===== config.mk =====
export PLATFORM = sky130hd
export DESIGN_NAME = btp_div
export DESIGN_NICKNAME = d
export VERILOG_FILES = /design/src/hw/rtl/btp_pkg.sv /design/src/hw/rtl/btp_div.sv
export SDC_FILE = /design/constraint.sdc
export NUM_CORES = 2
export LEC_CHECK = 0
export BUFFER_PORTS_ARGS = -buffer_cell sky130_fd_sc_hd__buf_4
export CAP_MARGIN = 40
export CORE_AREA = 2 2 417 419
export CTS_CLUSTER_SIZE = 12
export DETAILED_ROUTE_END_ITERATION = 16
export DIE_AREA = 0 0 419 421
export GPL_TIMING_DRIVEN = 0
export SKIP_LAST_GASP = 1
export SLEW_MARGIN = 20
export SYNTH_ARGS = -nofsm -noshare
export SYNTH_HDL_FRONTEND = slang
export SYNTH_SLANG_ARGS = --single-unit

===== constraint.sdc =====
create_clock -name clk -period 7.9 [get_ports clk]
set_input_delay 1.185 -clock clk [delete_from_list [all_inputs] [get_ports clk]]
set_output_delay 1.185 -clock clk [all_outputs]
set_load 0.1 [all_outputs]

===== src/hw/rtl/btp_pkg.sv =====
`default_nettype none
package btp_pkg;

	// Input field widths.
	localparam int POS_W = 24;
	localparam int VEL_W = 20;
	localparam int GRV_W = 17;

	// Position difference, magnitude and products.
	localparam int DIF_W = POS_W + 1;
	localparam int VSQ_W = 2 * VEL_W;
	localparam int GD_W = GRV_W + DIF_W;
	localparam int DISC_W = GD_W + 1;
	localparam int DISCU_W = DISC_W - 1;

	// Square root: floor(sqrt(disc * 2^32)).
	localparam int FRAC_W = 16;
	localparam int ROOT_W = 37;
	localparam int REM_W = ROOT_W + 3;
	localparam int SQ_ITERS = ROOT_W;
	localparam int SQ_PER = 2;
	localparam int SQ_STAGES = (SQ_ITERS + SQ_PER - 1) / SQ_PER;

	// Root numerators and divider operands.
	localparam int VQ_W = VEL_W + FRAC_W;
	localparam int QN_W = ROOT_W + 2;
	localparam int NUM_W = DIF_W + FRAC_W + 1;
	localparam int UN_W = NUM_W - 1;
	localparam int NN_W = NUM_W;
	localparam int UD_W = VEL_W;
	localparam int DD_W = UD_W + 1;
	localparam int TT_W = 25;
	localparam int DV_STEPS = TT_W;
	localparam int DV_PER = 2;
	localparam int DV_STAGES = (DV_STEPS + DV_PER - 1) / DV_PER;
	localparam int HI_W = NN_W - TT_W;

	localparam logic signed [TT_W-1:0] TT_MAX = 25'sh0FF_FFFF;
	localparam logic signed [TT_W-1:0] TT_MIN = 25'sh100_0000;
	localparam logic signed [TT_W-1:0] TT_NO_SOL = -25'sd65536;

	localparam logic [1:0] ST_ZERO = 2'd0;
	localparam logic [1:0] ST_LIN = 2'd1;
	localparam logic [1:0] ST_QUAD = 2'd2;
	localparam logic [1:0] ST_NONE = 2'd3;

	localparam logic [1:0] AX_X = 2'd0;
	localparam logic [1:0] AX_Y = 2'd1;
	localparam logic [1:0] AX_Z = 2'd2;
	localparam logic [1:0] AX_NONE = 2'd3;

	typedef struct packed {
		logic signed [DIF_W-1:0] dx;
		logic signed [DIF_W-1:0] dy;
		logic signed [DIF_W-1:0] dz;
		logic signed [VEL_W-1:0] vx;
		logic signed [VEL_W-1:0] vy;
		logic signed [VEL_W-1:0] vz;
		logic signed [GRV_W-1:0] g;
		logic [1:0] px;
		logic [1:0] py;
		logic [1:0] pz;
		logic zero;
		logic disc_ok;
	} sq_meta_t;

	typedef struct packed {
		logic neg;
		logic ovf;
		logic [1:0] status;
		logic [1:0] axis;
	} dv_meta_t;

endpackage
`default_nettype wire


===== src/hw/rtl/btp_div.sv =====
`default_nettype none
module btp_div import btp_pkg::*; (
	input wire logic clk,
	input wire logic arst_n,
	input wire logic en,
	input wire logic in_valid,
	input wire logic signed [NUM_W-1:0] in_num,
	input wire logic signed [VEL_W-1:0] in_den,
	input wire logic [1:0] in_status,
	input wire logic [1:0] in_axis,
	output logic out_valid,
	output dv_meta_t out_meta,
	output logic [TT_W-1:0] out_quot
);

	logic [UN_W-1:0] un;
	logic [UD_W-1:0] ud;
	logic [NN_W-1:0] nn;
	logic [DD_W-1:0] dd;

	// Index 0 is the operand register; index s+1 follows step stage s.
	logic valid_s [DV_STAGES+1];
	dv_meta_t meta_s [DV_STAGES+1];
	logic [DD_W-1:0] dd_s [DV_STAGES+1];
	logic [TT_W-1:0] nlo_s [DV_STAGES+1];
	logic [DD_W-1:0] rem_s [DV_STAGES+1];
	logic [TT_W-1:0] quot_s [DV_STAGES+1];

	// Rounded quotient = floor((2|n| + |d|) / (2|d|)).
	always_comb begin
		un = in_num[NUM_W-1] ? UN_W'(-in_num) : UN_W'(in_num);
		ud = in_den[VEL_W-1] ? UD_W'(-in_den) : UD_W'(in_den);
		nn = {un, 1'b0} + NN_W'(ud);
		dd = {ud, 1'b0};
	end

	always_ff @(posedge clk or negedge arst_n) begin
		if (!arst_n)
			valid_s[0] <= 1'b0;
		else if (en)
			valid_s[0] <= in_valid;
	end

	always_ff @(posedge clk) begin
		if (en) begin
			meta_s[0].neg <= in_num[NUM_W-1] != in_den[VEL_W-1];
			meta_s[0].ovf <= (NN_W + DD_W)'(nn) >= ((NN_W + DD_W)'(dd) << TT_W);
			meta_s[0].status <= in_status;
			meta_s[0].axis <= in_axis;
			dd_s[0] <= dd;
			nlo_s[0] <= nn[TT_W-1:0];
			rem_s[0] <= DD_W'(nn[NN_W-1:TT_W]);
			quot_s[0] <= '0;
		end
	end

	for (genvar s = 0; s < DV_STAGES; s++) begin : g_stage
		logic [DD_W-1:0] rem_nx;
		logic [TT_W-1:0] quot_nx;

		// Restoring long division, one quotient bit per step.
		always_comb begin
			logic [DD_W:0] r;
			logic [DD_W-1:0] rm;
			logic [TT_W-1:0] q;
			int idx;
			rm = rem_s[s];
			q = quot_s[s];
			for (int j = 0; j < DV_PER; j++) begin
				idx = s * DV_PER + j;
				if (idx < DV_STEPS) begin
					r = {rm, nlo_s[s][TT_W-1-idx]};
					if (r >= {1'b0, dd_s[s]}) begin
						rm = DD_W'(r - {1'b0, dd_s[s]});
						q = {q[TT_W-2:0], 1'b1};
					end else begin
						rm = DD_W'(r);
						q = {q[TT_W-2:0], 1'b0};
					end
				end
			end
			rem_nx = rm;
			quot_nx = q;
		end

		always_ff @(posedge clk or negedge arst_n) begin
			if (!arst_n)
				valid_s[s+1] <= 1'b0;
			else if (en)
				valid_s[s+1] <= valid_s[s];
		end

		always_ff @(posedge clk) begin
			if (en) begin
				meta_s[s+1] <= meta_s[s];
				dd_s[s+1] <= dd_s[s];
				nlo_s[s+1] <= nlo_s[s];
				rem_s[s+1] <= rem_nx;
				quot_s[s+1] <= quot_nx;
			end
		end
	end

	assign out_valid = valid_s[DV_STAGES];
	assign out_meta = meta_s[DV_STAGES];
	assign out_quot = quot_s[DV_STAGES];

endmodule
`default_nettype wire


# Yosys cells after proc, flatten, opt, wreduce, memory -nomap -nowiden
# Memories as Yosys holds them, arrays and structs flattened.
# Cells that the tools add are included.
dict set report word_totals {
  wordCells 128
  in_bits 70
  n_memories 5
  regBits 14
  out_inout_bits 32
  ramBits 1372
}
dict set report classes {
  add_sub_neg 28
  muxes 54
  magnitude_cmp 26
  eq_ne 1
}
# name depth word_bits rd rd_clocked_by_memory_dff write_ports line
set memory_table {}
lappend memory_table {nlo_s 14 25 13 0 14 btp_div.sv:25} ;# logic [TT_W-1:0] nlo_s [DV_STAGES+1];
lappend memory_table {quot_s 14 25 14 0 14 btp_div.sv:27} ;# logic [TT_W-1:0] quot_s [DV_STAGES+1];
lappend memory_table {dd_s 14 21 13 0 14 btp_div.sv:24} ;# logic [DD_W-1:0] dd_s [DV_STAGES+1];
lappend memory_table {rem_s 14 21 13 0 14 btp_div.sv:26} ;# logic [DD_W-1:0] rem_s [DV_STAGES+1];
lappend memory_table {meta_s 14 6 14 0 14 btp_div.sv:23} ;# dv_meta_t meta_s [DV_STAGES+1];
# cell count
set ops {}
lappend ops {{$ge 22x21->1} 25}
lappend ops {{$mux 21} 25}
lappend ops {{$sub 21x21->21} 25}
lappend ops {{$ge 42x46->1} 1}
lappend ops {{$add 42x20->42} 1}
lappend ops {{$mux 41} 1}
lappend ops {{$neg 41->41} 1}
lappend ops {{$mux 1} 27}
lappend ops {{$mux 20} 1}
lappend ops {{$neg 20->20} 1}
lappend ops {{$ne 1x1->1} 1}

# Logic depth before layout (Yosys ltp)
# An unclocked memory read counts as a cell.
dict set report depth {
  ltp_word 5
  ltp_mapped 32
  mapped_depth_nobuf 30
}

# Least setup slack after synthesis
# OpenSTA, ideal clock, no wires.
dict set report synth_timing {
  path_kind {in2reg}
  startpoint {in in_num[41]}
  endpoint {mem meta_s[0][4] (netlist name), data pin}
  setup_time_ps 150
  stages 30
  n_path_buf 5
  required_ps 7750
  t_arrival_ps 7803
  path_slack_ps -52
  cell_sequence {clkbuf_1 > clkbuf_1 > clkbuf_1 > clkbuf_1 > clkbuf_1 > o21ai_0 > inv_1 > fa_1 > nor2b_1 > o21ai_0 > nand3_1 > a2111o_1 > a31oi_2 > o31ai_1 > a2111o_1 > a31oi_1 > or2_2 > nor2_1 > xnor2_1 > ha_1 > nand4b_1 > or4_1 > a2111oi_0 > o2111ai_1 > a2111oi_0 > or4b_1 > a2111oi_2 > nand4bb_1 > o41a_1 > o22ai_2}
}
# item line
set synth_lines {}
lappend synth_lines {{from (decl)} btp_div.sv:7} ;# input wire logic signed [NUM_W-1:0] in_num,
lappend synth_lines {{to (decl)} btp_div.sv:23}

==> impl_metrics.toml <==
[outcome]
status = "finished clean"

[worst_setup_path]
crit_fanout = 9
cpPeakStageDelay_ns = 0.76
critPathArrivalTime_ns = 8.29
cp_top_family = "simple AND/OR/NAND/NOR gates"
critical_path_class = "primary input to flip-flop"
worstPathRequired_ns = 8.45
worst-path-buf-inv = 3
crit_slowest_cell = "nor4_1"
path_cells = "buf_4, or4_4, buf_6, or3_1, nor4_1, ha_1, clkbuf_1, nand4_1, o21ai_4, nand2_1, or3_1, xor2_1, ha_1, nand4_1, or4_1, a2111oi_4, o2111ai_1, a2111oi_2, or4b_1, a2111oi_2, nand4bb_1, o41a_1, o22ai_2"
cp-end-kind = "flip-flop"
startpoint_type = "primary input"

[route]
drc = 0
ant_nets = 0
dr_total_vias = 40480
dr.pass1.iters = 7
routed_wl_mm = 141.4
via_per_inst = 5.131
wl_per_cell_um = 17.92
drtIter0Drc = 2851

[die]
die_x_um = 419
core_um2 = 172500
num_rows = 153
die_area_um2 = 176400
initial_core_util_pct = 34.62
die_y_um = 421
io_pins = 102

[sta]
tightest_slew_ns = 0.9313
hold_viol_final = 0
fin_crit_sh_pct = 98.03
setup_viol = 0
skew_ns = 0.03287
timing.fmax_mhz = 129.1
maxSlewHeadroom_pct = 36.31
hold_ws_ns = 0.3151
final-max-slew-violation-count = 0
period_minus_slack_ns = 7.744
tns_ns = 0

[cts]
cts_tree = "built"
clk_latency_ns = 0.74
cts_root_buf = "clkbuf_16"
cts.path.max_buffers = 3
clock_sinks = 964
clk_pin_slew_ns = 0.06
htree_levels = 3
numCtsBuffers = 110

[global_routing]
overflow = 0
grt_pass1_vias = 39820
grt_max_degree = 151
grt_first_pass_wirelength_mm = 222.2
antenna_found_initial = 2
grt_use_total_pct = 15.76

[yosys]
synthTopCellsByArea = "edfxtp_1 (48%), ha_1 (11%), mux2_2 (5.9%), xnor2_1 (4.7%), a21oi_1 (3.7%)"
synth_cells = 5246
synth_edf_count = 950
yosys-top-cells-count = "edfxtp_1 (950), ha_1 (529), inv_1 (469), a21oi_1 (437), xnor2_1 (320)"
synth.avg_cell_area_um2 = 11.38
syn_area_um2 = 59710
synthArstFlopShare_pct = 1.452
yosysWarnings = 0
synth_most_common_cell = "edfxtp_1"
synth.distinct_cells = 100
syn-num-nets = 5870
ys_seq_area_share_pct = 48.36
yosysTopAreaCellShare_pct = 47.77
synth_top_cell_by_area = "edfxtp_1"
synth_ff_type = "edfxtp_1"
ys_seq_elements = 964

[finish]
area_delta_synth_final_pct = 13.26
fin_nets = 6098
fin_area_um2 = 67630
fill_cells = 16620
finalNonFillerCells = 7889
layout-drive-gt1-share_pct = 14.13

[placement]
place.gp.congestion = 0.9491
dpl.hpwl_mm = 109.3
port_buffers = 100
postPlaceCellArea_um2 = 63610
placed_cells = 7680

[min_path]
worstHoldPathType = "primary input to asynchronous set/reset pin"

[flow_run]
max-cap-violations = 0
[final timing paths]
path	start	endpoint	slack, ns	depth (start not counted)
setup reg to reg	dd_s[1][65]$_DFFE_PP_	rem_s[8][18]$_DFFE_PP_	0.48	27
hold reg to reg	nlo_s[2][30]$_DFFE_PP_	nlo_s[3][5]$_DFFE_PP_	0.40	0
max in group asynchronous	arst_n	valid_s[6]$_DFFE_PN0P_	7.42	1
min in group clk	nlo_s[2][30]$_DFFE_PP_	nlo_s[3][5]$_DFFE_PP_	0.40	0
setup / recovery	in_den[6]	meta_s[0][4]$_DFFE_PP_	0.16	23
hold / removal	arst_n	valid_s[2]$_DFFE_PN0P_	0.32	1
[logic make-up after synthesis]
kind of cell    synth area share [%]
xor+xnor                       7.040
compound gates                 13.23
mux                            6.186
buf+inv                        3.566
simple gates                   9.677
fa+ha+maj                      11.94
flops                          48.36
[stage by stage]
stage                     worst slack, ns  utilization (%)
after floorplan                   0.05205                -
after global placement             -3.405            36.74
after detailed placement           -2.493            36.88
after CTS                        -0.06641            38.99
after global routing             -0.05002            39.21
final                              0.1559            39.21
[timing repair]
action                     4_1_cts  5_1_grt
buffers inserted                 1        9
hold buffers                     0        0
pin swaps                        1       15
setup endpoints to repair      120      202
resized for setup               41      115
[area by class of cell]
class,count,area (um2),area share [%]
antenna,1,2.502,0.003700
buffer,82,411.6,0.6087
clock buffer,138,2889,4.272
clock inverter,63,636.9,0.9417
inverter,471,1768,2.614
multi-input combinational,3723,29050,42.95
sequential,964,28880,42.70
tap,2325,2909,4.302
timing repair buffer,122,1086,1.606
[state kept, by name, indices dropped and copies added, names as in the netlist]
| name | count |
|---|---|
| dd_s | 247 |
| meta_s | 84 |
| nlo_s | 173 |
| out_valid | 1 |
| quot_s | 181 |
| rem_s | 265 |
| valid_s | 13 |
[cells in the final DEF (no fill, tap or decap), types with 25 or more instances in the layout]
cell type,synthesis,final
edfxtp_1,950,950
ha_1,529,527
inv_1,469,469
a21oi_1,437,430
xnor2_1,320,316
mux2_2,312,312
nor2_1,299,299
nand2_1,223,222
o21ai_0,207,193
a21o_1,180,180
xor2_1,150,149
buf_4,6,116
clkbuf_16,0,111
nor3_1,94,94
nand3_1,87,87
nand4_1,79,79
nor2b_1,65,64
o21bai_1,57,56
clkbuf_1,74,56
nand2b_1,53,52
o21a_1,49,49
or2_2,39,38
or3_1,38,37
o31ai_1,42,37
clkbuf_2,0,33
nor4_1,35,31
and2_1,30,29
a31oi_1,30,29
a21boi_0,27,27
fa_1,25,25
[per-layer routing]
| metal | share of wire (%) | wire [um] | track usage [%] |
|---|---|---|---|
| met1 | 47 | 66070 | 21.77 |
| met3 | 4.5 | 6324 | 1.990 |
| met2 | 46 | 65230 | 25.64 |
| met4 | 2.7 | 3781 | 4.970 |
| met5 | 0 | 0 | 0 |
Power is left out: the tool's default activity adds up to more than one toggle a clock period on the data nets, which glitch-free logic cannot reach.
