===== src/hw/rtl/btp_pkg.sv =====
`default_nettype none
package btp_pkg;

	// Input field widths.
	localparam int POS_W = 24;
	localparam int VEL_W = 20;
	localparam int GRV_W = 17;

	// Position difference, magnitude and products.
	localparam int DIF_W = POS_W + 1;
	localparam int VSQ_W = 2 * VEL_W;
	localparam int GD_W = GRV_W + DIF_W;
	localparam int DISC_W = GD_W + 1;
	localparam int DISCU_W = DISC_W - 1;

	// Square root: floor(sqrt(disc * 2^32)).
	localparam int FRAC_W = 16;
	localparam int ROOT_W = 37;
	localparam int REM_W = ROOT_W + 3;
	localparam int SQ_ITERS = ROOT_W;
	localparam int SQ_PER = 2;
	localparam int SQ_STAGES = (SQ_ITERS + SQ_PER - 1) / SQ_PER;

	// Root numerators and divider operands.
	localparam int VQ_W = VEL_W + FRAC_W;
	localparam int QN_W = ROOT_W + 2;
	localparam int NUM_W = DIF_W + FRAC_W + 1;
	localparam int UN_W = NUM_W - 1;
	localparam int NN_W = NUM_W;
	localparam int UD_W = VEL_W;
	localparam int DD_W = UD_W + 1;
	localparam int TT_W = 25;
	localparam int DV_STEPS = TT_W;
	localparam int DV_PER = 2;
	localparam int DV_STAGES = (DV_STEPS + DV_PER - 1) / DV_PER;
	localparam int HI_W = NN_W - TT_W;

	localparam logic signed [TT_W-1:0] TT_MAX = 25'sh0FF_FFFF;
	localparam logic signed [TT_W-1:0] TT_MIN = 25'sh100_0000;
	localparam logic signed [TT_W-1:0] TT_NO_SOL = -25'sd65536;

	localparam logic [1:0] ST_ZERO = 2'd0;
	localparam logic [1:0] ST_LIN = 2'd1;
	localparam logic [1:0] ST_QUAD = 2'd2;
	localparam logic [1:0] ST_NONE = 2'd3;

	localparam logic [1:0] AX_X = 2'd0;
	localparam logic [1:0] AX_Y = 2'd1;
	localparam logic [1:0] AX_Z = 2'd2;
	localparam logic [1:0] AX_NONE = 2'd3;

	typedef struct packed {
		logic signed [DIF_W-1:0] dx;
		logic signed [DIF_W-1:0] dy;
		logic signed [DIF_W-1:0] dz;
		logic signed [VEL_W-1:0] vx;
		logic signed [VEL_W-1:0] vy;
		logic signed [VEL_W-1:0] vz;
		logic signed [GRV_W-1:0] g;
		logic [1:0] px;
		logic [1:0] py;
		logic [1:0] pz;
		logic zero;
		logic disc_ok;
	} sq_meta_t;

	typedef struct packed {
		logic neg;
		logic ovf;
		logic [1:0] status;
		logic [1:0] axis;
	} dv_meta_t;

endpackage
`default_nettype wire


===== src/hw/rtl/btp_select.sv =====
`default_nettype none
module btp_select import btp_pkg::*; (
	input wire logic clk,
	input wire logic arst_n,
	input wire logic en,
	input wire logic in_valid,
	input wire sq_meta_t in_meta,
	input wire logic [ROOT_W-1:0] in_root,
	output logic out_valid,
	output logic signed [NUM_W-1:0] out_num,
	output logic signed [VEL_W-1:0] out_den,
	output logic [1:0] out_status,
	output logic [1:0] out_axis
);

	logic valid_s1;
	logic signed [NUM_W-1:0] num_s1;
	logic signed [VEL_W-1:0] den_s1;
	logic [1:0] status_s1, axis_s1;

	logic signed [QN_W-1:0] vq, n1, n2, lo, hi, nq;
	logic gpos, gneg, quad, ok_lo, ok_hi, ok_x, ok_y, ok_z, sel_x, sel_y, sel_z;
	logic signed [NUM_W-1:0] num;
	logic signed [VEL_W-1:0] den;
	logic [1:0] status, axis;

	always_comb begin
		vq = QN_W'($signed({in_meta.vz, {FRAC_W{1'b0}}}));
		n1 = vq - $signed({2'b00, in_root});
		n2 = vq + $signed({2'b00, in_root});
		quad = in_meta.g != '0;
		gneg = in_meta.g[GRV_W-1];
		gpos = quad && !gneg;
		lo = gpos ? n1 : n2;
		hi = gpos ? n2 : n1;
		// A root is usable unless numerator and gravity have strictly opposite signs.
		ok_lo = !((lo[QN_W-1] && gpos) || (!lo[QN_W-1] && lo != '0 && gneg));
		ok_hi = !((hi[QN_W-1] && gpos) || (!hi[QN_W-1] && hi != '0 && gneg));
		nq = ok_lo ? lo : hi;

		ok_x = in_meta.vx != '0;
		ok_y = in_meta.vy != '0;
		ok_z = quad ? (in_meta.disc_ok && (ok_lo || ok_hi)) : (in_meta.vz != '0);

		// The usable axis of lowest rank wins.
		sel_x = ok_x && !(ok_y && in_meta.py < in_meta.px) && !(ok_z && in_meta.pz < in_meta.px);
		sel_y = ok_y && !(ok_x && in_meta.px < in_meta.py) && !(ok_z && in_meta.pz < in_meta.py);
		sel_z = ok_z && !(ok_x && in_meta.px < in_meta.pz) && !(ok_y && in_meta.py < in_meta.pz);

		num = NUM_W'($signed({in_meta.dz, {FRAC_W{1'b0}}}));
		den = in_meta.vz;
		status = ST_NONE;
		axis = AX_NONE;
		if (in_meta.zero) begin
			status = ST_ZERO;
		end else if (sel_x) begin
			num = NUM_W'($signed({in_meta.dx, {FRAC_W{1'b0}}}));
			den = in_meta.vx;
			status = ST_LIN;
			axis = AX_X;
		end else if (sel_y) begin
			num = NUM_W'($signed({in_meta.dy, {FRAC_W{1'b0}}}));
			den = in_meta.vy;
			status = ST_LIN;
			axis = AX_Y;
		end else if (sel_z) begin
			axis = AX_Z;
			if (quad) begin
				num = NUM_W'(nq);
				den = VEL_W'(in_meta.g);
				status = ST_QUAD;
			end else begin
				status = ST_LIN;
			end
		end
	end

	always_ff @(posedge clk or negedge arst_n) begin
		if (!arst_n)
			valid_s1 <= 1'b0;
		else if (en)
			valid_s1 <= in_valid;
	end

	always_ff @(posedge clk) begin
		if (en) begin
			num_s1 <= num;
			den_s1 <= den;
			status_s1 <= status;
			axis_s1 <= axis;
		end
	end

	assign out_valid = valid_s1;
	assign out_num = num_s1;
	assign out_den = den_s1;
	assign out_status = status_s1;
	assign out_axis = axis_s1;

endmodule
`default_nettype wire


===== config.mk =====
export PLATFORM = sky130hd
export DESIGN_NAME = btp_select
export DESIGN_NICKNAME = d
export VERILOG_FILES = /design/src/hw/rtl/btp_pkg.sv /design/src/hw/rtl/btp_select.sv
export SDC_FILE = /design/constraint.sdc
export NUM_CORES = 1
export LEC_CHECK = 0
export BUFFER_PORTS_ARGS = -buffer_cell sky130_fd_sc_hd__buf_2
export CAP_MARGIN = 20
export CORE_ASPECT_RATIO = 0.7
export CORE_MARGIN = 2
export CORE_UTILIZATION = 55
export DETAILED_ROUTE_END_ITERATION = 16
export HOLD_SLACK_MARGIN = 0.05
export PLACE_DENSITY = 0.83
export SLEW_MARGIN = 20
export SYNTH_ARGS = -nofsm -noshare
export SYNTH_HDL_FRONTEND = slang
export SYNTH_SLANG_ARGS = --single-unit

===== constraint.sdc =====
create_clock -name clk -period 0.98 [get_ports clk]
set_input_delay 0.294 -clock clk [delete_from_list [all_inputs] [get_ports clk]]
set_output_delay 0.294 -clock clk [all_outputs]
set_load 0.02 [all_outputs]

==> metrics.cfg, run 1 <==
[status]
status = aborted with a tool error
halt_point_of_the_flow = 4_1_cts
error = [ERROR DPL-0033] detailed placement checks failed during check placement.

[clocking]
cts_sinks = 66
cts_inserted_buffers = 9
cts-hold-fix-buffers = 1
clock_tree.htree_level_count = 3
cts_root_buffer_type = clkbuf_16
postCtsResizedCells = 263
postCtsSetupBuffers = 28
cts_buffer_depth = 2

[logic_synthesis]
post_synth_inst_count = 1274
synthesis.area_per_instance_um2 = 7.54
number_of_flops_mapped_to_enable_cells_by_yosys = 65
share_of_the_synthesized_area_in_the_top_cell_type = 0.203
synth.yosys.warnings = 0
yosysTopAreaCell = edfxtp_1
ys_seq_elements = 66
synth.area.top_cells = edfxtp_1 20%, ha_1 6.8%, nand2_1 4.4%
seq_area_frac_synth = 0.206
async_flop_share = 0.0152
number_of_distinct_library_cells_after_synthesis = 88
area_of_the_mapped_netlist_mm2 = 0.00960
number_of_nets_produced_by_synthesis = 1528
synth_top_flop_cell = edfxtp_1

[place]
dpl.hpwl_mm = 44.6
port-buffer-count = 267
dp_slack_ps = -4440
globalplace.congestion = 1.19
dpl-instance-area_mm2 = 0.0148

[floorplan]
die_height_um = 115
placement_rows = 40
initial_utilization = 0.561
ios = 268
floorplan.die.width_um = 162

-- synth_stat cells (10+ instances only) --
library cell / number
nand2_1: 112
nor2_1: 107
clkbuf_1: 81
inv_1: 72
o21ai_0: 70
edfxtp_1: 65
a21oi_1: 60
nor3_1: 56
ha_1: 52
nor4_1: 44
nand3_1: 38
a221oi_1: 37
xnor2_1: 29
a21o_1: 23
o2bb2ai_1: 22
nand4_1: 21
o2111ai_1: 17
or4_1: 15
a31oi_1: 14
o31ai_1: 14
a211oi_1: 13
o211ai_1: 13
xor2_1: 13
nand2b_1: 12
nor2b_1: 12
or2_2: 12
a2bb2oi_1: 11
o21a_1: 11
a211o_1: 10
a311oi_1: 10
and3_1: 10
buf_2: 10
mux2i_1: 10
-- cell families after synthesis --
logic type,after synthesis,share of synthesized area
muxes,11,0.0116
buffers and inverters,175,0.0732
AOI/OAI and AO/OA,436,0.339
adders and majority gates,53,0.0698
xor gates and xnor gates,42,0.0383
and+or+nand+nor,491,0.263
DFF,66,0.206
-- through the flow --
step / instances / util
after global placement: 2133 / 0.863
after detailed placement: 2133 / 0.863
after floorplan: 1274 / -
==> run 2, diff against run 1 <==
--- a/config.mk
+++ b/config.mk
@@ -7,12 +7,10 @@
 export LEC_CHECK = 0
 export BUFFER_PORTS_ARGS = -buffer_cell sky130_fd_sc_hd__buf_2
 export CAP_MARGIN = 20
-export CORE_ASPECT_RATIO = 0.7
 export CORE_MARGIN = 2
-export CORE_UTILIZATION = 55
+export CORE_UTILIZATION = 40
 export DETAILED_ROUTE_END_ITERATION = 16
-export HOLD_SLACK_MARGIN = 0.05
-export PLACE_DENSITY = 0.83
+export PLACE_DENSITY_LB_ADDON = 0.15
 export SLEW_MARGIN = 20
 export SYNTH_ARGS = -nofsm -noshare
 export SYNTH_HDL_FRONTEND = slang
==> run 2 against run 1 <==
  * The flow now finishes, with violations (setup timing)
  * Area after synthesis did not move
  * Synthesized cell count is the same
==> metrics.cfg, run 2 <==
[status]
status = finished with violations  ; was aborted with a tool error
violated_checks = setup timing

[final_layout]
layout_commonest_cell = buf_4
final_cells = 2354
design.final.nets = 2282
synth_to_final_area_change_pct = 86.8
post-route-util = 0.762
layout-drive-gt1-share = 0.541
final_cell_mix = 523 x buf_4, 222 x buf_2, 103 x nand2_1, 87 x nor2_1, 71 x inv_1
largest_reg_flops = 41

[routing]
drtIter0Drc = 2105
routed_via_density = 6.40
detailedRoute.firstPassIterationCount = 6
routed_wl_mm = 59.0
vias = 15100
final_ant_viol_nets = 0
remaining_drc_errors = 0
routedWlPerCell_um = 25.0

[place]
port-buffer-count = 267  ; unchanged
globalplace.congestion = 1.07  ; was 1.19
placed_cells_incl_taps = 2292  ; was 2133
dpl.hpwl_mm = 43.5  ; was 44.6 mm
dp_slack_ps = -4270  ; was -4440 ps

[hold_path]
worstHoldStart = in_valid
hold_end = out_valid
worst_hold_path_type = input port to flop
hold_depth = 2

[logic_synthesis]
synth.area.mux_share = 0.0116  ; unchanged
synth_top_flop_cell = edfxtp_1  ; unchanged
number_of_flops_mapped_to_enable_cells_by_yosys = 65  ; unchanged
synth.yosys.warnings = 0  ; unchanged
synth_xor_area_frac = 0.0383  ; unchanged
area_of_the_mapped_netlist_mm2 = 0.00960  ; unchanged
yosysTopAreaCell = edfxtp_1  ; unchanged
post_synth_inst_count = 1274  ; unchanged
number_of_distinct_library_cells_after_synthesis = 88  ; unchanged
number_of_nets_produced_by_synthesis = 1528  ; unchanged
yosys.cell_count.top_type = nand2_1  ; unchanged
synthTopCellsByCount = 112 x nand2_1, 107 x nor2_1, 81 x clkbuf_1  ; unchanged
synth_compound_gate_area_share = 0.339  ; unchanged
synth.area.top_cells = edfxtp_1 20%, ha_1 6.8%, nand2_1 4.4%  ; unchanged
synth_top_family_by_area = compound AO/OA/AOI/OAI gates  ; unchanged
ys_seq_elements = 66  ; unchanged
share_of_the_synthesized_area_in_the_top_cell_type = 0.203  ; unchanged
post_synth_fa_ha_maj_area_fraction = 0.0698  ; unchanged
synthesis.area_per_instance_um2 = 7.54  ; unchanged
async_flop_share = 0.0152  ; unchanged
yosys.area_share.simple = 0.263  ; unchanged
seq_area_frac_synth = 0.206  ; unchanged

[grt]
residual_overflow_from_global_routing = 0
grt_start_max_net_pins = 21
grt_pass1_vias = 13900
grt_first_pass_wirelength_mm = 81.9
globalRouteTotalUtil = 0.414
number_of_antenna_violations_at_the_first_check_in_global_routing = 2

[clocking]
cts_inserted_buffers = 9  ; unchanged
tritoncts_clock_tree = done
clock_tree.htree_level_count = 3  ; unchanged
cts_sinks = 66  ; unchanged
cts_buffer_depth = 2  ; unchanged
cts_root_buffer_type = clkbuf_16  ; unchanged
latest_clock_arrival_within_the_worst_skew_pair_ps = 340
clkSlewWorstSetupHoldPaths_ps = 60

[sta]
timing_worst_slew_pin_value_ps = 763
whs_ps = 216
setup_repair_after_global_routing_missed_its_margin = true
max_slew_margin = 0.488
clock_skew_ps = 0
hold_violations = 0
achievable-frequency_ghz = 0.209
max_slew_vio_count = 0
post-route-period-util = 4.88
period_needed_ps = 4780
setup_ws_ps = -3800
setup-violations-final = 133

[worst_setup_path]
worstPathArrival_ps = 4980
reg2reg_to = out_valid
rrSetupSlack_ps = -50
r2r-start = out_valid
worst_r2r_path_depth = 3
cp_data_required_time_ps = 1180
cp-end-kind = flop
cp-start-kind = input port
crit_path_max_fanout = 12
worst-setup-path-type = input port to flop

[floorplan]
die_height_um = 159  ; was 115 µm
core-area_mm2 = 0.0235
fp.dieArea_mm2 = 0.0253
ios = 268  ; unchanged
initial_utilization = 0.408  ; was 0.561
placement_rows = 56  ; was 40
floorplan.die.width_um = 159  ; was 162 µm

[power_and_ir_drop]
leak_nw = 8.01
power_density_mw_per_mm2 = 1110
vdd_ir_drop_max_mv = 1.02

[flow_run]
max_cap_viol_count = 0

==> run 2: cell counts after synthesis <==
No cell type changed its count.
==> run 2: per-stage QoR <==
step	total power, mW	setup TNS [ps]	area [µm²]
finish	19.9	-248040	17900
global route	20.5	-253470	17900
floorplan	8.47	-224150	9940
CTS	18.4	-239090	17100
detailed placement	13.7	-271350	15500
global placement	13.6	-264510	15500
==> run 2: layout make-up <==
| class | instances | area, µm² |
|---|---|---|
| Sequential cell | 66 | 1980 |
| Clock inverter | 6 | 66.3 |
| Inverter | 74 | 290 |
| Antenna cell | 2 | 5.00 |
| Multi-Input combinational cell | 1033 | 8540 |
| Fill cell | 1694 | 5600 |
| Clock buffer | 10 | 239 |
| Timing Repair Buffer | 844 | 6430 |
| Tap cell | 319 | 399 |
==> run 2: critical path, stage by stage <==
cell and delay, ps:
buf_2 100, inv_1 60, ha_2 310, buf_4 150, nor2_1 120, o211ai_1 120, buf_4 170, buf_4 120
buf_4 130, nand2_1 80, buf_4 130, buf_4 150, a221o_1 220, nand2b_4 160, nand3_1 100, o22a_1 250
or4_4 530, o311a_4 390, buf_8 150, buf_4 180, a2bb2oi_1 170, nor3_1 550, a221oi_2 160, o2bb2ai_2 170
==> run 2: cell families (layout without fill, tap and decap cells) <==
logic type	after synthesis	in the layout
xor gates and xnor gates	42	42
AOI/OAI and AO/OA	436	436
muxes	11	11
and+or+nand+nor	491	491
buffers and inverters	175	934
other	0	2
adders and majority gates	53	53
DFF	66	66
==> run 2: how the worst max path moves through the flow <==
stage	slack, ps	endpoint	start	cells past startpoint
after global placement	-4190	out_num[20]	in_root[16]	17
final	-3800	out_num[18]	in_root[20]	24
after CTS	-3560	out_num[28]	in_root[16]	22
after global routing	-3820	out_num[18]	in_root[20]	24
after floorplan	-3600	out_num[27]	in_root[16]	16
after detailed placement	-4270	out_num[20]	in_root[16]	17
==> run 2: where the power goes <==
part	internal, mW	switching, mW	total [mW]
registers	3.52	0.166	3.69
clock network	2.04	1.39	3.44
logic	5.94	6.86	12.8
total	11.5	8.42	19.9
==> run 2: what timing repair did <==
action,in CTS,in global routing
endpoints found under the hold margin,1,0
pin swaps,67,39
gates resized for setup,215,148
endpoints found under the setup margin,132,132
gates cloned,5,1
hold buffers,1,0
buffers inserted,23,17
==> run 2: routing by layer <==
layer / GRT usage / routed length [µm] / vias up
li1: - / - / 6451
met1: 0.556 / 22500 / 7088
met2: 0.661 / 25600 / 1224
met3: 0.0623 / 6860 / 311
met4: 0.184 / 3960 / 0
met5: 0 / 0 / -
Note: power is estimated with default switching activity, not from simulation.
