$ cat src/hw/rtl/btp_pkg.sv
`default_nettype none
package btp_pkg;

	// Input field widths.
	localparam int POS_W = 24;
	localparam int VEL_W = 20;
	localparam int GRV_W = 17;

	// Position difference, magnitude and products.
	localparam int DIF_W = POS_W + 1;
	localparam int VSQ_W = 2 * VEL_W;
	localparam int GD_W = GRV_W + DIF_W;
	localparam int DISC_W = GD_W + 1;
	localparam int DISCU_W = DISC_W - 1;

	// Square root: floor(sqrt(disc * 2^32)).
	localparam int FRAC_W = 16;
	localparam int ROOT_W = 37;
	localparam int REM_W = ROOT_W + 3;
	localparam int SQ_ITERS = ROOT_W;
	localparam int SQ_PER = 2;
	localparam int SQ_STAGES = (SQ_ITERS + SQ_PER - 1) / SQ_PER;

	// Root numerators and divider operands.
	localparam int VQ_W = VEL_W + FRAC_W;
	localparam int QN_W = ROOT_W + 2;
	localparam int NUM_W = DIF_W + FRAC_W + 1;
	localparam int UN_W = NUM_W - 1;
	localparam int NN_W = NUM_W;
	localparam int UD_W = VEL_W;
	localparam int DD_W = UD_W + 1;
	localparam int TT_W = 25;
	localparam int DV_STEPS = TT_W;
	localparam int DV_PER = 2;
	localparam int DV_STAGES = (DV_STEPS + DV_PER - 1) / DV_PER;
	localparam int HI_W = NN_W - TT_W;

	localparam logic signed [TT_W-1:0] TT_MAX = 25'sh0FF_FFFF;
	localparam logic signed [TT_W-1:0] TT_MIN = 25'sh100_0000;
	localparam logic signed [TT_W-1:0] TT_NO_SOL = -25'sd65536;

	localparam logic [1:0] ST_ZERO = 2'd0;
	localparam logic [1:0] ST_LIN = 2'd1;
	localparam logic [1:0] ST_QUAD = 2'd2;
	localparam logic [1:0] ST_NONE = 2'd3;

	localparam logic [1:0] AX_X = 2'd0;
	localparam logic [1:0] AX_Y = 2'd1;
	localparam logic [1:0] AX_Z = 2'd2;
	localparam logic [1:0] AX_NONE = 2'd3;

	typedef struct packed {
		logic signed [DIF_W-1:0] dx;
		logic signed [DIF_W-1:0] dy;
		logic signed [DIF_W-1:0] dz;
		logic signed [VEL_W-1:0] vx;
		logic signed [VEL_W-1:0] vy;
		logic signed [VEL_W-1:0] vz;
		logic signed [GRV_W-1:0] g;
		logic [1:0] px;
		logic [1:0] py;
		logic [1:0] pz;
		logic zero;
		logic disc_ok;
	} sq_meta_t;

	typedef struct packed {
		logic neg;
		logic ovf;
		logic [1:0] status;
		logic [1:0] axis;
	} dv_meta_t;

endpackage
`default_nettype wire

$ cat src/hw/rtl/btp_front.sv
`default_nettype none
module btp_front import btp_pkg::*; (
	input wire logic clk,
	input wire logic arst_n,
	input wire logic en,
	input wire logic in_valid,
	input wire logic signed [POS_W-1:0] start_x,
	input wire logic signed [POS_W-1:0] start_y,
	input wire logic signed [POS_W-1:0] start_z,
	input wire logic signed [VEL_W-1:0] vel_x,
	input wire logic signed [VEL_W-1:0] vel_y,
	input wire logic signed [VEL_W-1:0] vel_z,
	input wire logic signed [GRV_W-1:0] grav,
	input wire logic signed [POS_W-1:0] dest_x,
	input wire logic signed [POS_W-1:0] dest_y,
	input wire logic signed [POS_W-1:0] dest_z,
	output logic out_valid,
	output sq_meta_t out_meta,
	output logic [DISCU_W-1:0] out_disc
);

	logic valid_s1, valid_s2, valid_s3;
	logic signed [DIF_W-1:0] dx_s1, dy_s1, dz_s1;
	logic signed [VEL_W-1:0] vx_s1, vy_s1, vz_s1;
	logic signed [GRV_W-1:0] g_s1;
	sq_meta_t meta_s2, meta_s3;
	logic signed [VSQ_W-1:0] vsq_s2;
	logic signed [GD_W-1:0] gd_s2;
	logic [DISCU_W-1:0] disc_s3;

	logic [DIF_W-1:0] mx, my, mz;
	logic signed [VSQ_W-1:0] vsq;
	logic signed [GD_W-1:0] gd;
	logic signed [DISC_W-1:0] disc;
	sq_meta_t meta_nx;

	always_ff @(posedge clk or negedge arst_n) begin
		if (!arst_n) begin
			valid_s1 <= 1'b0;
			valid_s2 <= 1'b0;
			valid_s3 <= 1'b0;
		end else if (en) begin
			valid_s1 <= in_valid;
			valid_s2 <= valid_s1;
			valid_s3 <= valid_s2;
		end
	end

	// Magnitudes of the differences; the most negative difference still fits unsigned.
	always_comb begin
		mx = dx_s1[DIF_W-1] ? DIF_W'(-dx_s1) : DIF_W'(dx_s1);
		my = dy_s1[DIF_W-1] ? DIF_W'(-dy_s1) : DIF_W'(dy_s1);
		mz = dz_s1[DIF_W-1] ? DIF_W'(-dz_s1) : DIF_W'(dz_s1);
		vsq = vz_s1 * vz_s1;
		gd = g_s1 * dz_s1;
		disc = DISC_W'(vsq_s2) - $signed({gd_s2, 1'b0});
		meta_nx = meta_s2;
		meta_nx.disc_ok = !disc[DISC_W-1];
	end

	always_ff @(posedge clk) begin
		if (en) begin
			dx_s1 <= DIF_W'(dest_x) - DIF_W'(start_x);
			dy_s1 <= DIF_W'(dest_y) - DIF_W'(start_y);
			dz_s1 <= DIF_W'(dest_z) - DIF_W'(start_z);
			vx_s1 <= vel_x;
			vy_s1 <= vel_y;
			vz_s1 <= vel_z;
			g_s1 <= grav;

			meta_s2.dx <= dx_s1;
			meta_s2.dy <= dy_s1;
			meta_s2.dz <= dz_s1;
			meta_s2.vx <= vx_s1;
			meta_s2.vy <= vy_s1;
			meta_s2.vz <= vz_s1;
			meta_s2.g <= g_s1;
			// Rank of each axis; on equal magnitudes the lower axis comes first.
			meta_s2.px <= 2'(my > mx) + 2'(mz > mx);
			meta_s2.py <= 2'(mx >= my) + 2'(mz > my);
			meta_s2.pz <= 2'(mx >= mz) + 2'(my >= mz);
			meta_s2.zero <= (mx == '0) && (my == '0) && (mz == '0);
			meta_s2.disc_ok <= 1'b0;
			vsq_s2 <= vsq;
			gd_s2 <= gd;

			meta_s3 <= meta_nx;
			disc_s3 <= disc[DISCU_W-1:0];
		end
	end

	assign out_valid = valid_s3;
	assign out_meta = meta_s3;
	assign out_disc = disc_s3;

endmodule
`default_nettype wire

$ cat config.mk
export PLATFORM = sky130hd
export DESIGN_NAME = btp_front
export DESIGN_NICKNAME = d
export VERILOG_FILES = /design/src/hw/rtl/btp_pkg.sv /design/src/hw/rtl/btp_front.sv
export SDC_FILE = /design/constraint.sdc
export NUM_CORES = 2
export LEC_CHECK = 0
export ABC_AREA = 1
export ABC_CLOCK_PERIOD_IN_PS = 10830
export BUFFER_PORTS_ARGS = -buffer_cell sky130_fd_sc_hd__buf_2
export CAP_MARGIN = 20
export CORE_MARGIN = 5
export CORE_UTILIZATION = 44
export CTS_BUF_LIST = sky130_fd_sc_hd__clkbuf_8
export DETAILED_ROUTE_END_ITERATION = 8
export PLACE_DENSITY_LB_ADDON = 0.05
export SLEW_MARGIN = 20
export SYNTH_ARGS = -nofsm -noshare
export SYNTH_HDL_FRONTEND = slang
export SYNTH_SLANG_ARGS = --single-unit
export TNS_END_PERCENT = 20
$ cat constraint.sdc
create_clock -name clk -period 10.83 [get_ports clk]
set_input_delay 1.083 -clock clk [delete_from_list [all_inputs] [get_ports clk]]
set_output_delay 1.083 -clock clk [all_outputs]
set_load 0.005 [all_outputs]
======== Word level (Yosys, flattened, before mapping) ========
Index checks and enable logic that the tools add are counted.
storage, ports and cells
  register bits ........................... 598
  input port bits ......................... 225
operators by class
  add/sub/neg operators ................... 10
  $mul .................................... 2
  $lt $le $gt $ge ......................... 6
  muxes and demuxes ....................... 3
  reduce and logical (&&, ||, !) cells .... 6
operators by type and width
  operator                                        count
  25-bit greater-or-equal comparator              3
  25-bit > comparator                             3
  25-bit zero test                                3
  25-bit two-way mux                              3
  25-bit negation                                 3
  24-bit by 24-bit subtractor with 25-bit output  3
  40-bit by 43-bit subtractor with 43-bit output  1
  17-bit by 25-bit multiplier with 42-bit output  1
  20-bit by 20-bit multiplier with 40-bit output  1
  1-bit by 1-bit adder with 2-bit output          3
  1-bit logical AND                               2
  1-bit zero test                                 1

======== Logic depth before layout (Yosys ltp) ========
  depth after elaboration ................. 5
  gate-level depth with buffers ........... 30
  mapped depth without buffers ............ 28

======== Worst setup path before layout ========
OpenSTA, ideal clock, no wires.
  kind .................................... flip-flop to flip-flop
  from .................................... reg vz_s1[19]
  to ...................................... reg vsq_s2[39], data pin
  data arrival time ....................... 6315 ps
  slack ................................... 4262 ps
  cell stages (with the launch flop) ...... 25
  buffers on the path ..................... 2
  period minus slack after synthesis ...... 6568 ps
  cell sequence ........................... edfxtp_1 -> clkbuf_1 -> clkbuf_1 -> nand2_1 -> fa_1 -> fa_1 -> inv_1 -> fa_1 -> inv_1 -> fa_1 -> inv_1 -> fa_1 -> fa_1 -> inv_1 -> fa_1 -> inv_1 -> ha_1 -> nand2_1 -> nand2_1 -> a31oi_1 -> o21ai_0 -> a221oi_1 -> nand2_1 -> nand2_1 -> nand2_1
between the ends
  word-level cells in the longest chain between the ends .. 1
RTL lines
  element                                         line             text
  from (decl)                                     btp_front.sv:24  logic signed [VEL_W-1:0] vx_s1, vy_s1, vz_s1;
  from (signal assigned)                          btp_front.sv:68  vz_s1 <= vel_z;
  20-bit by 20-bit multiplier with 40-bit output  btp_front.sv:54  vsq = vz_s1 * vz_s1;
  net vsq[39]                                     btp_front.sv:32  logic signed [VSQ_W-1:0] vsq;
  to (signal assigned)                            btp_front.sv:84  vsq_s2 <= vsq;
  to (decl)                                       btp_front.sv:27  logic signed [VSQ_W-1:0] vsq_s2;
The timed path passes the listed nets, and every way through them passes these cells.
A chain may end at the register's enable or synchronous reset.

======== Worst setup path after layout ========
  from .................................... reg vz_s1[3]
  to ...................................... reg vsq_s2[38], data pin
Same word-level chain as after synthesis.

==> impl_table.tex <==
\begin{tabular}{lr}
\hline
Metric & Value \\
\hline
\multicolumn{2}{l}{\textbf{Timing}} \\
\quad Slew Viols, Final & 0 \\
\quad Slew of the pin with the lowest slew margin & 1.138 ns \\
\quad Setup TNS Final & 0 ns \\
\quad Min setup slack post-route & 3.587 ns \\
\quad Final worst path period share & 0.6688 \\
\quad RSZ-0062 raised after global routing & false \\
\quad Number of setup violations in the final report & 0 \\
\quad Clock skew & 0.05619 ns \\
\quad Headroom to the max-slew limit & 0.2415 \\
\quad Clock period minus final worst setup slack & 7.243 ns \\
\quad Hold violation total from the final report & 0 \\
\quad Highest attainable clock frequency & 0.1381 GHz \\
\multicolumn{2}{l}{\textbf{Setup path}} \\
\quad Critical path launch point type & register \\
\quad Crit path max fanout & 21 \\
\quad CP Class & reg2reg \\
\quad Type of destination of the critical path & register \\
\quad FF-to-FF path depth & 21 \\
\quad Signal arrival time at the worst endpoint & 7.80 ns \\
\quad Endpoint required time on the critical path & 11.38 ns \\
\multicolumn{2}{l}{\textbf{Placement}} \\
\quad HPWL after detailed placement & 119500 um \\
\quad Post-Place Setup Slack & 3.540 ns \\
\quad Count of buffers from port buffering & 427 \\
\quad DP Cell Count & 8242 \\
\quad Weighted congestion at the end of routability-driven global placement & 0.9007 \\
\quad Cell area reported after detailed placement & 62470 um\^{}2 \\
\multicolumn{2}{l}{\textbf{Die}} \\
\quad Overall die area & 139900 um\^{}2 \\
\quad \# IOs & 428 \\
\quad Starting Density & 0.4429 \\
\quad Cell Rows & 133 \\
\quad Height of the chip & 374.0 um \\
\quad Area of the core region & 131600 um\^{}2 \\
\quad Die X & 374.0 um \\
\multicolumn{2}{l}{\textbf{Synthesis}} \\
\quad Leading cell types by total area after synthesis & sky130\_fd\_sc\_hd\_\_edfxtp\_1 30\%, sky130\_fd\_sc\_hd\_\_fa\_1 28\%, sky130\_fd\_sc\_hd\_\_inv\_1 10\% \\
\quad Count of mapped cells out of synthesis & 6157 \\
\quad Number of flops mapped to enable cells by yosys & 592 \\
\quad Synthesized area per cell & 9.469 um\^{}2 \\
\quad Flip-flop cell with the highest count after synthesis & sky130\_fd\_sc\_hd\_\_edfxtp\_1 \\
\quad Biggest area consumer among synthesized cells & sky130\_fd\_sc\_hd\_\_edfxtp\_1 \\
\quad Synth top area share & 0.3049 \\
\quad Cell Area, Synth & 58300 um\^{}2 \\
\quad Synthesized net count & 7591 \\
\quad Synth Register Bits & 595 \\
\quad Most frequent cell after synthesis & sky130\_fd\_sc\_hd\_\_inv\_1 \\
\quad Portion of the post-synthesis area used by sequential elements & 0.3062 \\
\quad Most numerous cell types in the synthesized netlist & 1590 x sky130\_fd\_sc\_hd\_\_inv\_1, 1226 x sky130\_fd\_sc\_hd\_\_nand2\_1, 802 x sky130\_fd\_sc\_hd\_\_fa\_1 \\
\quad Distinct cell type count of the synthesized netlist & 59 \\
\quad Count of warnings emitted by yosys & 0 \\
\quad Post-synth ARST share & 0.005042 \\
\multicolumn{2}{l}{\textbf{Layout}} \\
\quad Fill cell count & 12736 \\
\quad Area taken by flip-flops and latches & 17850 um\^{}2 \\
\quad Share of layout cells above drive strength 1 & 0.1037 \\
\quad Net count, final & 8029 \\
\quad Post-synthesis to final-layout area growth & 10.75\% \\
\quad Multi-input gate area in the final layout & 33810 um\^{}2 \\
\quad Final non-filler cell total & 8433 \\
\quad Post-route design area & 64570 um\^{}2 \\
\multicolumn{2}{l}{\textbf{Outcome}} \\
\quad Status & complete, no violations \\
\multicolumn{2}{l}{\textbf{CTS}} \\
\quad Buffer depth of the longest clock path & 3 \\
\quad Clock buffer count from CTS & 103 \\
\quad Clock insertion delay at the later pin of the skew report & 0.82 ns \\
\quad Total setup buffers inserted after CTS & 0 \\
\quad Number of levels the H-tree was split into & 3 \\
\quad Cts hold-fix bufs & 1 \\
\quad Clock net sink count & 595 \\
\quad Clock edge transition at the registers on the reported setup and hold paths & 0.07 ns \\
\quad TritonCTS clock tree & built \\
\quad Post-CTS Resized & 0 \\
\quad Clock root buffer & sky130\_fd\_sc\_hd\_\_clkbuf\_8 \\
\multicolumn{2}{l}{\textbf{Drt}} \\
\quad Drt wl/cell & 17.37 um \\
\quad Aggregate routed wire length & 146500 um \\
\quad First-pass iteration count of the detailed router & 5 \\
\quad Number of vias per cell after detailed routing & 4.837 \\
\quad First DRT Iteration DRCs & 2198 \\
\quad DRC violations left & 0 \\
\quad Post-route antenna net violation count & 0 \\
\quad Via count & 40790 \\
\multicolumn{2}{l}{\textbf{Global routing}} \\
\quad Vias in the first global route & 43312 \\
\quad Number of antenna violations at the first check in global routing & 2 \\
\quad Most Crowded Layer GR & met2 \\
\quad Overflow left after global routing & 0 \\
\quad Met2 routing resource usage after global routing & 0.3438 \\
\quad Global-route met1 utilization & 0.2970 \\
\quad Met3 Use GR & 0.03981 \\
\quad Global-route wire length before repair & 235600 um \\
\quad Total GRT Usage & 0.2116 \\
\quad Maximum number of pins on one net before global-route repair & 168 \\
\multicolumn{2}{l}{\textbf{Hold path}} \\
\quad Path class of the lowest-slack min-delay path & reg2reg \\
\quad Instance count along the most critical hold path & 0 \\
\multicolumn{2}{l}{\textbf{Flow run}} \\
\quad Number of max-cap violations & 0 \\
\hline
\end{tabular}
critical path, stage by stage (launching register included):
cell and delay [ns]:
sky130_fd_sc_hd__edfxtp_1 1.00, sky130_fd_sc_hd__nand2_1 0.23, sky130_fd_sc_hd__fa_1 0.58, sky130_fd_sc_hd__fa_1 0.59
sky130_fd_sc_hd__inv_1 0.07, sky130_fd_sc_hd__fa_1 0.67, sky130_fd_sc_hd__inv_1 0.26, sky130_fd_sc_hd__fa_1 0.54
sky130_fd_sc_hd__inv_1 0.06, sky130_fd_sc_hd__fa_1 0.52, sky130_fd_sc_hd__inv_1 0.05, sky130_fd_sc_hd__fa_1 0.46
sky130_fd_sc_hd__fa_1 0.51, sky130_fd_sc_hd__inv_1 0.04, sky130_fd_sc_hd__ha_1 0.37, sky130_fd_sc_hd__nand2_1 0.12
sky130_fd_sc_hd__nor2_1 0.16, sky130_fd_sc_hd__inv_1 0.09, sky130_fd_sc_hd__nor3_1 0.28, sky130_fd_sc_hd__nand3_1 0.12
sky130_fd_sc_hd__nand3_1 0.16, sky130_fd_sc_hd__xor2_1 0.09
final cells by class:
cell class,instances,area share
Clock buffer,103,0.02196
Multi-Input combinational cell,3802,0.5236
Clock inverter,83,0.009573
Sequential cell,595,0.2765
Antenna cell,2,0.00007751
Inverter,1605,0.09330
Tap cell,1755,0.03401
Timing Repair Buffer,488,0.04100
metal layers:
metal | vias up | routed length [um] | share of wire
met5 | - | 0 | 0
met4 | 0 | 2688 | 0.018
met3 | 149 | 8182 | 0.056
met2 | 858 | 67960 | 0.46
met1 | 20040 | 67620 | 0.46
li1 | 19743 | - | -
placed cells by master (no fill, tap or decap), types with 30 or more instances in the layout:
cell type                  count
sky130_fd_sc_hd__buf_4        57
sky130_fd_sc_hd__nor2_1      311
sky130_fd_sc_hd__a21oi_1     235
sky130_fd_sc_hd__clkinv_1     30
sky130_fd_sc_hd__xnor2_1      76
sky130_fd_sc_hd__inv_1      1618
sky130_fd_sc_hd__buf_2       426
sky130_fd_sc_hd__nand2_1    1226
sky130_fd_sc_hd__o21ai_0     102
sky130_fd_sc_hd__xor2_1      156
sky130_fd_sc_hd__nor3_1       35
sky130_fd_sc_hd__a31oi_1      42
sky130_fd_sc_hd__clkbuf_8    103
sky130_fd_sc_hd__nand4_1      37
sky130_fd_sc_hd__nand3_1     118
sky130_fd_sc_hd__ha_1        407
sky130_fd_sc_hd__edfxtp_1    592
sky130_fd_sc_hd__fa_1        802
state kept, by name, summed over array words and instances, names as in the netlist, 17 cells and up:
name      count
out_meta    160
meta_nx     159
gd_s2        42
out_disc     41
vsq_s2       38
dx_s1        25
dy_s1        25
dz_s1        25
vx_s1        20
vy_s1        20
vz_s1        20
g_s1         17
path summary, 6_finish.rpt:
kind / slack (ns) / to / start
worst max register to register: 3.59 / vsq_s2[38]$_DFFE_PP_ / vz_s1[3]$_DFFE_PP_
worst min register to register: 0.39 / out_meta[102]$_DFFE_PP_ / meta_nx[102]$_DFFE_PP_
worst min-delay path: 0.39 / out_meta[102]$_DFFE_PP_ / meta_nx[102]$_DFFE_PP_
min in group asynchronous: 0.58 / out_valid$_DFFE_PN0P_ / arst_n
max in group asynchronous: 10.14 / valid_s2$_DFFE_PN0P_ / arst_n
worst max-delay path: 3.59 / vsq_s2[38]$_DFFE_PP_ / vz_s1[3]$_DFFE_PP_
metrics by stage:
stage | hold slack (ns) | utilization
3_3_place_gp | 0.4008 | 0.4746
4_1_cts | 0.2981 | 0.4902
5_1_grt | 0.3414 | 0.4905
3_5_place_dp | 0.4045 | 0.4746
2_1_floorplan | 0.4003 | -
6_report | 0.3874 | 0.4905
logic make-up after synthesis:
kind of cell    after synthesis  synth area share
flops                       595            0.3062
compound gates              549           0.05533
fa+ha+maj                  1209            0.3627
simple gates               1811            0.1268
buf+inv                    1760            0.1139
xor+xnor                    232           0.03485
mux                           1         0.0001931
Power is left out: the tool's default activity adds up to more than one toggle a clock period on the data nets, which glitch-free logic cannot reach.
